**src/design/tpot_pkg.sv**
```systemverilog
// Shared types, constants and helpers for the timed priority override table.
// Used by the table cells, the top level and the port checker.
package tpot_pkg;

	localparam int TABLE_ENTRIES = 16;
	localparam int PRIO_LEVELS   = 8;

	localparam int IDX_W  = $clog2(TABLE_ENTRIES);
	localparam int CNT_W  = $clog2(TABLE_ENTRIES + 1);
	localparam int PRIO_W = 3;
	localparam int RATE_W = 16;
	localparam int TIME_W = 32;
	localparam int DUR_W  = 31;
	localparam int STOP_W = TIME_W + 1;
	localparam int OCNT_W = 5;

	localparam int APB_AW = 3;
	localparam int APB_DW = 32;

	localparam logic [0:0]        REG_DEFAULT_RATE = 1'b0;
	localparam logic [RATE_W-1:0] RATE_RST         = 16'd256;

	typedef enum logic [1:0] {
		CMD_TICK   = 2'd0,
		CMD_ADD    = 2'd1,
		CMD_RESUME = 2'd2,
		CMD_NONE   = 2'd3
	} cmd_t;

	typedef struct packed {
		cmd_t              command;
		logic [PRIO_W-1:0] priority_req;
		logic [RATE_W-1:0] rate;
		logic [DUR_W-1:0]  duration;
		logic              forever_req;
		logic [TIME_W-1:0] now_time;
	} tpot_req_t;

	typedef struct packed {
		logic [RATE_W-1:0] driven_rate;
		logic              rate_written;
		logic              add_dropped;
		logic [OCNT_W-1:0] active_count;
	} tpot_rsp_t;

	typedef struct packed {
		logic [PRIO_W-1:0] prio;
		logic [RATE_W-1:0] rate;
		logic [TIME_W-1:0] start;
		logic [STOP_W-1:0] stop;
		logic              no_expiry;
	} slot_t;

	typedef enum logic [2:0] {
		OP_HOLD,
		OP_LOAD,
		OP_EXPIRE,
		OP_RESUME,
		OP_PACK,
		OP_ROTATE
	} cell_op_t;

	typedef struct packed {
		cell_op_t          op;
		logic [PRIO_W-1:0] thr;
		logic [TIME_W-1:0] now;
	} cell_ctl_t;

	typedef enum logic [2:0] {
		ST_IDLE,
		ST_ADD,
		ST_MARK,
		ST_PACK,
		ST_SCAN,
		ST_SELECT,
		ST_REPLY
	} state_t;

	function automatic logic [PRIO_W-1:0] sat_prio(input logic [PRIO_W-1:0] p);
		if (int'(p) > PRIO_LEVELS - 1) begin
			return PRIO_W'(PRIO_LEVELS - 1);
		end
		return p;
	endfunction

endpackage

```
**src/design/tpot_cell.sv**
```systemverilog
// One entry of the override table, a link in the cell chain.
// Depends on tpot_pkg for the slot and control types.
module tpot_cell (
	input  logic              clk,
	input  logic              arst_n,
	input  tpot_pkg::cell_ctl_t ctl,
	input  logic              load_en,
	input  tpot_pkg::slot_t   new_slot,
	input  logic              nb_valid,
	input  tpot_pkg::slot_t   nb_slot,
	input  logic              hole_in,
	output logic              valid,
	output tpot_pkg::slot_t   slot,
	output logic              hole_out,
	output logic              gap
);
	import tpot_pkg::*;

	logic  valid_q;
	slot_t slot_q;
	logic  take;
	logic  expired;
	logic  retired;

	always_comb begin
		expired = valid_q && !slot_q.no_expiry && ({1'b0, ctl.now} >= slot_q.stop);
		retired = valid_q && (slot_q.prio >= ctl.thr);
		case (ctl.op)
			OP_PACK: begin
				take = hole_in || !valid_q;
			end
			OP_ROTATE: begin
				take = 1'b1;
			end
			default: begin
				take = 1'b0;
			end
		endcase
	end

	always_ff @(posedge clk or negedge arst_n) begin
		if (!arst_n) begin
			valid_q <= 1'b0;
		end else begin
			case (ctl.op) inside
				OP_LOAD: begin
					if (load_en) valid_q <= 1'b1;
				end
				OP_EXPIRE: begin
					if (expired) valid_q <= 1'b0;
				end
				OP_RESUME: begin
					if (retired) valid_q <= 1'b0;
				end
				OP_PACK, OP_ROTATE: begin
					if (take) valid_q <= nb_valid;
				end
				default: begin
				end
			endcase
		end
	end

	always_ff @(posedge clk) begin
		if (ctl.op == OP_LOAD && load_en) begin
			slot_q <= new_slot;
		end else if (take) begin
			slot_q <= nb_slot;
		end
	end

	assign valid    = valid_q;
	assign slot     = slot_q;
	assign hole_out = hole_in || !valid_q;
	assign gap      = hole_in && valid_q;

endmodule

```
**src/design/timed_priority_override_table.sv**
```systemverilog
// Timed priority override table: an add passes from ST_ADD to ST_REPLY; a resume marks
// retired entries in ST_MARK and closes them up in ST_PACK before ST_REPLY; a tick marks
// expired entries the same way, then walks the chain in ST_SCAN and picks the rate in
// ST_SELECT. In the chain of entry cells, removed entries are closed up one shift per cycle,
// and a tick walks the whole chain once by rotating it past the head cell, which feeds the
// winner comparison. Depends on tpot_pkg and tpot_cell.
module timed_priority_override_table (
	input  logic                        clk,
	input  logic                        arst_n,
	input  logic                        req_valid,
	output logic                        req_ready,
	input  tpot_pkg::tpot_req_t         req,
	output logic                        rsp_valid,
	input  logic                        rsp_ready,
	output tpot_pkg::tpot_rsp_t         rsp,
	input  logic                        psel,
	input  logic                        penable,
	input  logic                        pwrite,
	input  logic [tpot_pkg::APB_AW-1:0] paddr,
	input  logic [tpot_pkg::APB_DW-1:0] pwdata,
	output logic [tpot_pkg::APB_DW-1:0] prdata,
	output logic                        pready
);
	import tpot_pkg::*;

	state_t state_q, state_d;

	cmd_t              cmd_q;
	logic [PRIO_W-1:0] prio_q;
	logic [RATE_W-1:0] rate_q;
	logic [TIME_W-1:0] now_q;
	logic [STOP_W-1:0] stop_q;
	logic              forever_q;

	logic [CNT_W-1:0]  count_q;
	logic              dropped_q;
	logic              written_q;
	logic [RATE_W-1:0] current_rate_q;
	logic [RATE_W-1:0] default_rate_q;
	logic [IDX_W-1:0]  scan_q;
	logic              have_q;
	logic [PRIO_W-1:0] best_prio_q;
	logic [TIME_W-1:0] best_start_q;
	logic [RATE_W-1:0] best_rate_q;
	tpot_rsp_t         rsp_q;
	logic              rsp_valid_q;

	cell_ctl_t         ctl;
	slot_t             new_slot;
	logic              cell_valid [TABLE_ENTRIES];
	slot_t             cell_slot  [TABLE_ENTRIES];
	logic              nb_valid   [TABLE_ENTRIES];
	slot_t             nb_slot    [TABLE_ENTRIES];
	logic              hole       [TABLE_ENTRIES+1];
	logic [TABLE_ENTRIES-1:0] gap_vec;
	logic [TABLE_ENTRIES-1:0] load_vec;
	logic              any_gap;
	logic [CNT_W-1:0]  cnt_prefix;
	logic              accept;
	logic              reply_go;
	logic              head_better;
	logic              scan_last;
	logic              table_full;
	logic [RATE_W-1:0] target;
	logic              cfg_wr;

	assign accept     = req_valid && req_ready;
	assign reply_go   = (state_q == ST_REPLY) && (!rsp_valid_q || rsp_ready);
	assign any_gap    = |gap_vec;
	assign scan_last  = (scan_q == IDX_W'(TABLE_ENTRIES - 1));
	assign table_full = (count_q == CNT_W'(TABLE_ENTRIES));
	assign target     = have_q ? best_rate_q : default_rate_q;

	assign new_slot.prio      = sat_prio(prio_q);
	assign new_slot.rate      = rate_q;
	assign new_slot.start     = now_q;
	assign new_slot.stop      = stop_q;
	assign new_slot.no_expiry = forever_q;

	assign hole[0] = 1'b0;

	for (genvar i = 0; i < TABLE_ENTRIES; i++) begin : g_cell
		assign load_vec[i] = (count_q[IDX_W-1:0] == IDX_W'(i));
		if (i == TABLE_ENTRIES - 1) begin : g_tail
			assign nb_valid[i] = (ctl.op == OP_ROTATE) ? cell_valid[0] : 1'b0;
			assign nb_slot[i]  = cell_slot[0];
		end else begin : g_link
			assign nb_valid[i] = cell_valid[i+1];
			assign nb_slot[i]  = cell_slot[i+1];
		end
		tpot_cell u_cell (
			.clk      (clk),
			.arst_n   (arst_n),
			.ctl      (ctl),
			.load_en  (load_vec[i]),
			.new_slot (new_slot),
			.nb_valid (nb_valid[i]),
			.nb_slot  (nb_slot[i]),
			.hole_in  (hole[i]),
			.valid    (cell_valid[i]),
			.slot     (cell_slot[i]),
			.hole_out (hole[i+1]),
			.gap      (gap_vec[i])
		);
	end

	always_comb begin
		cnt_prefix = '0;
		for (int i = 0; i < TABLE_ENTRIES; i++) begin
			if (cell_valid[i]) cnt_prefix = CNT_W'(i + 1);
		end
	end

	always_comb begin
		head_better = cell_valid[0] && (!have_q || (cell_slot[0].prio < best_prio_q) ||
			((cell_slot[0].prio == best_prio_q) && (cell_slot[0].start > best_start_q)));
	end

	always_comb begin
		state_d = state_q;
		unique case (state_q)
			ST_IDLE: begin
				if (req_valid) begin
					unique case (req.command)
						CMD_TICK:   state_d = ST_MARK;
						CMD_RESUME: state_d = ST_MARK;
						CMD_ADD:    state_d = ST_ADD;
						CMD_NONE:   state_d = ST_REPLY;
						default:    state_d = ST_REPLY;
					endcase
				end
			end
			ST_ADD: begin
				state_d = ST_REPLY;
			end
			ST_MARK: begin
				state_d = ST_PACK;
			end
			ST_PACK: begin
				if (!any_gap) state_d = (cmd_q == CMD_TICK) ? ST_SCAN : ST_REPLY;
			end
			ST_SCAN: begin
				if (scan_last) state_d = ST_SELECT;
			end
			ST_SELECT: begin
				state_d = ST_REPLY;
			end
			ST_REPLY: begin
				if (!rsp_valid_q || rsp_ready) state_d = ST_IDLE;
			end
			default: begin
				state_d = ST_IDLE;
			end
		endcase
	end

	always_comb begin
		req_ready = 1'b0;
		ctl.op    = OP_HOLD;
		ctl.thr   = prio_q;
		ctl.now   = now_q;
		unique case (state_q)
			ST_IDLE: begin
				req_ready = 1'b1;
			end
			ST_ADD: begin
				if (!table_full) ctl.op = OP_LOAD;
			end
			ST_MARK: begin
				ctl.op = (cmd_q == CMD_TICK) ? OP_EXPIRE : OP_RESUME;
			end
			ST_PACK: begin
				ctl.op = OP_PACK;
			end
			ST_SCAN: begin
				ctl.op = OP_ROTATE;
			end
			ST_SELECT, ST_REPLY: begin
				ctl.op = OP_HOLD;
			end
			default: begin
				ctl.op = OP_HOLD;
			end
		endcase
	end

	always_ff @(posedge clk or negedge arst_n) begin
		if (!arst_n) begin
			state_q        <= ST_IDLE;
			count_q        <= '0;
			dropped_q      <= 1'b0;
			written_q      <= 1'b0;
			have_q         <= 1'b0;
			scan_q         <= '0;
			current_rate_q <= RATE_RST;
			default_rate_q <= RATE_RST;
			rsp_valid_q    <= 1'b0;
		end else begin
			state_q <= state_d;
			if (cfg_wr) default_rate_q <= pwdata[RATE_W-1:0];
			if (accept) begin
				dropped_q <= 1'b0;
				written_q <= 1'b0;
				have_q    <= 1'b0;
				scan_q    <= '0;
			end
			if (state_q == ST_ADD) begin
				if (table_full) begin
					dropped_q <= 1'b1;
				end else begin
					count_q <= count_q + CNT_W'(1);
				end
			end
			if (state_q == ST_PACK && !any_gap) count_q <= cnt_prefix;
			if (state_q == ST_SCAN) begin
				scan_q <= scan_q + IDX_W'(1);
				if (head_better) have_q <= 1'b1;
			end
			if (state_q == ST_SELECT && target != current_rate_q) begin
				current_rate_q <= target;
				written_q      <= 1'b1;
			end
			if (reply_go) begin
				rsp_valid_q <= 1'b1;
			end else if (rsp_ready) begin
				rsp_valid_q <= 1'b0;
			end
		end
	end

	always_ff @(posedge clk) begin
		if (accept) begin
			cmd_q     <= req.command;
			prio_q    <= req.priority_req;
			rate_q    <= req.rate;
			now_q     <= req.now_time;
			stop_q    <= {1'b0, req.now_time} + STOP_W'(req.duration);
			forever_q <= req.forever_req;
		end
		if (state_q == ST_SCAN && head_better) begin
			best_prio_q  <= cell_slot[0].prio;
			best_start_q <= cell_slot[0].start;
			best_rate_q  <= cell_slot[0].rate;
		end
		if (reply_go) begin
			rsp_q.driven_rate  <= current_rate_q;
			rsp_q.rate_written <= written_q;
			rsp_q.add_dropped  <= dropped_q;
			rsp_q.active_count <= OCNT_W'(count_q);
		end
	end

	assign rsp_valid = rsp_valid_q;
	assign rsp       = rsp_q;

	assign cfg_wr = psel && penable && pwrite && pready &&
		(paddr[APB_AW-1:2] == REG_DEFAULT_RATE);
	assign pready = 1'b1;
	assign prdata = (paddr[APB_AW-1:2] == REG_DEFAULT_RATE) ?
		APB_DW'(default_rate_q) : '0;

endmodule

```
**config.mk**
```make
export PLATFORM = sky130hd
export DESIGN_NAME = timed_priority_override_table
export DESIGN_NICKNAME = d
export VERILOG_FILES = /design/src/design/tpot_pkg.sv /design/src/design/tpot_cell.sv /design/src/design/timed_priority_override_table.sv
export SDC_FILE = /design/constraint.sdc
export NUM_CORES = 2
export LEC_CHECK = 0
export BUFFER_PORTS_ARGS = -buffer_cell sky130_fd_sc_hd__buf_2
export CAP_MARGIN = 20
export CELL_PAD_IN_SITES_DETAIL_PLACEMENT = 0
export CELL_PAD_IN_SITES_GLOBAL_PLACEMENT = 1
export CORE_ASPECT_RATIO = 0.9
export CORE_MARGIN = 5
export CORE_UTILIZATION = 50
export CTS_CLUSTER_DIAMETER = 40
export CTS_CLUSTER_SIZE = 14
export DETAILED_ROUTE_END_ITERATION = 8
export PLACE_DENSITY = 0.73
export SLEW_MARGIN = 20
export SYNTH_ARGS = -nofsm -noshare
export SYNTH_HDL_FRONTEND = slang
export SYNTH_SLANG_ARGS = --single-unit
```
**constraint.sdc**
```tcl
create_clock -name clk -period 8.5 [get_ports clk]
set_input_delay 0.85 -clock clk [delete_from_list [all_inputs] [get_ports clk]]
set_output_delay 0.85 -clock clk [all_outputs]
set_load 0.03 [all_outputs]
```
==> qor.csv <==
metric;value;unit
arrival;5.55;ns
ir_worst_vdd;328.5;uV
root_buffer;clkbuf_16;
maxSlewHeadroom;0.2437;
status;finished clean;
die_x;438.7;um
post_cts_buffers;0;
yosys-top-cells-area;edfxtp_1 55%, mux2_2 18%, ha_1 9.5%;
stdcell_count;8624;
design.core.area;164200;um2
dp_cells;8190;
met1_usage;0.3644;
met2_usage;0.4244;
wl;230.1;mm
cp_max_fo;51;
grt_use_met3;0.04849;
swShare;0.3406;
max_stage_delay;0.99;ns
drcViolationCount;0;
cts_tree;yes;
fin_area;94280;um2
grt.busiest_layer;met2;
nets;6961;
syn-cell-area;82690;um2
drt_iter0_markers;3982;
insertion_delay;0.87;ns
p_leak;37.71;nW
area_growth;14.03;%
cts_buffers;226;
cts_hold_buf;0;
clockPowerShare;0.266;
cts_resized;0;
synth-seq-cells;1585;
synth_top_area_share;0.5524;
internal-power;25.10;mW
hold_viol;0;
path_class;register to register;
setup_viol_count_final;0;
rsz0062_at_grt;false;
synth_most_common_cell;edfxtp_1;
fin_crit;5.036;ns
yosysUniqueCellTypes;84;
fmax;198.6;MHz
critPathRequiredTime;9.02;ns
clockBufferDepth;3;
tns;0;ns
fin_util;0.5740;
cp_top_family;simple AND/OR/NAND/NOR gates;
tightest_slew;1.130;ns
dr.pass1.iters;5;
start_util;0.5034;
finalCritPeriodShare;0.5924;
io_pins;185;
cp-end-kind;register;
ys_warn_count;0;
slew_violations;0;
critPathLaunchType;register;
h-tree-depth;4;
path_buf_inv;3;
grt_start_max_net_pins;66;
placed_area;86050;um2
power_frac_comb;0.310;
num_rows;141;
p_sw;12.97;mW
min_path_type;input pin to async pin;
pwr_density_cell;403.8;nW/um2
synth_edf_count;1521;
clock_sinks;1585;
gp_congestion;0.8853;
synth_top_area_cell;edfxtp_1;
grt_pass1_vias;51800;
portBuffers;149;
grt_pass1_wl;339.6;mm
die-area;173600;um2
r2r_setup_slack;3.46;ns
synth_ff_type;edfxtp_1;
yosysSeqAreaShare;0.5718;
antenna_found_initial;5;
ant_nets;0;
syn_area_per_cell;13.79;um2
grt_overflow;0;
synthTopCellsByCount;1521 x edfxtp_1, 1299 x mux2_2, 631 x ha_1;
syn-instance-count;5995;
max_cap_viol_count;0;
critPathMostFrequentCell;buf_4;
cp_slowest_cell;nand3_4;
die_y;395.8;um
p_seq_frac;0.424;
via_per_inst;5.873;
dp_hpwl;143.8;mm
path_clk_slew;0.06;ns
drive_above_1_share;0.3114;
grtUsageTotal;0.2622;
routedWlPerCell;26.68;um
cp_cell_sequence;inv_1 > ha_1 > nand4bb_1 > nor2b_2 > buf_4 > and3_1 > nand2_4 > nand3_4 > buf_4;
async_reset_ff_frac;0.04038;
fin_worst_skew;0.08070;ns
vias;50650;
## state kept, by name (all words and copies together), names as in the netlist, 2 cells and up
name / flops
count_q: 5
stop_q: 33
best_start_q: 32
g_cell.u_cell.slot: 1360
prio_q: 3
best_rate_q: 16
best_prio_q: 3
state_q: 3
now_q: 32
g_cell.u_cell.valid: 16
rsp: 23
cmd_q: 2
default_rate_q: 16
scan_q: 4
rate_q: 16
current_rate_q: 16
## power groups by stage
stage / combinational, mW / clock [mW] / sequential (mW)
after floorplan: 7.95 / 0 / 15.8
after global placement: 11.5 / 0 / 16.2
after detailed placement: 11.7 / 0 / 16.2
after CTS: 11.9 / 10.2 / 16.1
after global routing: 13.0 / 10.6 / 16.5
final: 11.8 / 10.1 / 16.1
## through the flow
step	hold slack [ns]	power (mW)	setup WS, ns
after floorplan	0.4196	23.77	2.374
after global placement	0.4305	27.65	3.580
after detailed placement	0.4298	27.92	3.504
after CTS	0.09320	38.23	3.509
after global routing	0.07796	40.07	3.282
final	0.06049	38.07	3.464
## per-layer routing
layer / share of wire / vias up
li1: - / 22950
met2: 0.47 / 1461
met4: 0.026 / 2
met5: 0.000083 / -
met1: 0.45 / 25890
met3: 0.060 / 342
## layout by cell type, fill, tap and decap left out, drive strengths merged, types with 67 or more instances in the layout
cell type  netlist  routed
edfxtp        1521    1521
clkbuf         204     240
clkinv           0      81
buf             84     252
mux2          1299    1299
o21ai          229     229
nor2           106     106
nand4           87      87
inv            584     633
a21o           177     177
ha             631     631
nor2b           67      67
nand2          246     246
a21oi          204     204
## cell type report
class	instances	area, um2
fill	13000	69960
antenna	2	5.005
sequential	1585	47280
multi-input combinational	3553	32290
inverter	584	2195
clock inverter	192	2502
tap	2216	2773
clock buffer	240	5718
timing repair buffer	252	1525
## kinds of logic after synthesis
| group | share of synthesized area |
|---|---|
| compound gates | 0.06369 |
| xor+xnor | 0.004555 |
| fa+ha+maj | 0.09573 |
| buf+inv | 0.04163 |
| flops | 0.5718 |
| mux | 0.1793 |
| other cells | 0.00009083 |
| simple gates | 0.04320 |
## worst paths after layout
| kind | from | to | cells after the start |
|---|---|---|---|
| max | count_q[0] | g_cell[13].u_cell.slot[7] | 9 |
| min | arst_n | g_cell[5].u_cell.valid | 1 |
| max reg2reg | count_q[0] | g_cell[13].u_cell.slot[7] | 9 |
| min reg2reg | g_cell[0].u_cell.slot[68] | best_rate_q[2] | 0 |
| max in group asynchronous | arst_n | count_q[3] | 1 |
| min in group clk | req[74] | rate_q[10] | 1 |
Note: power is estimated with default switching activity, not from simulation.
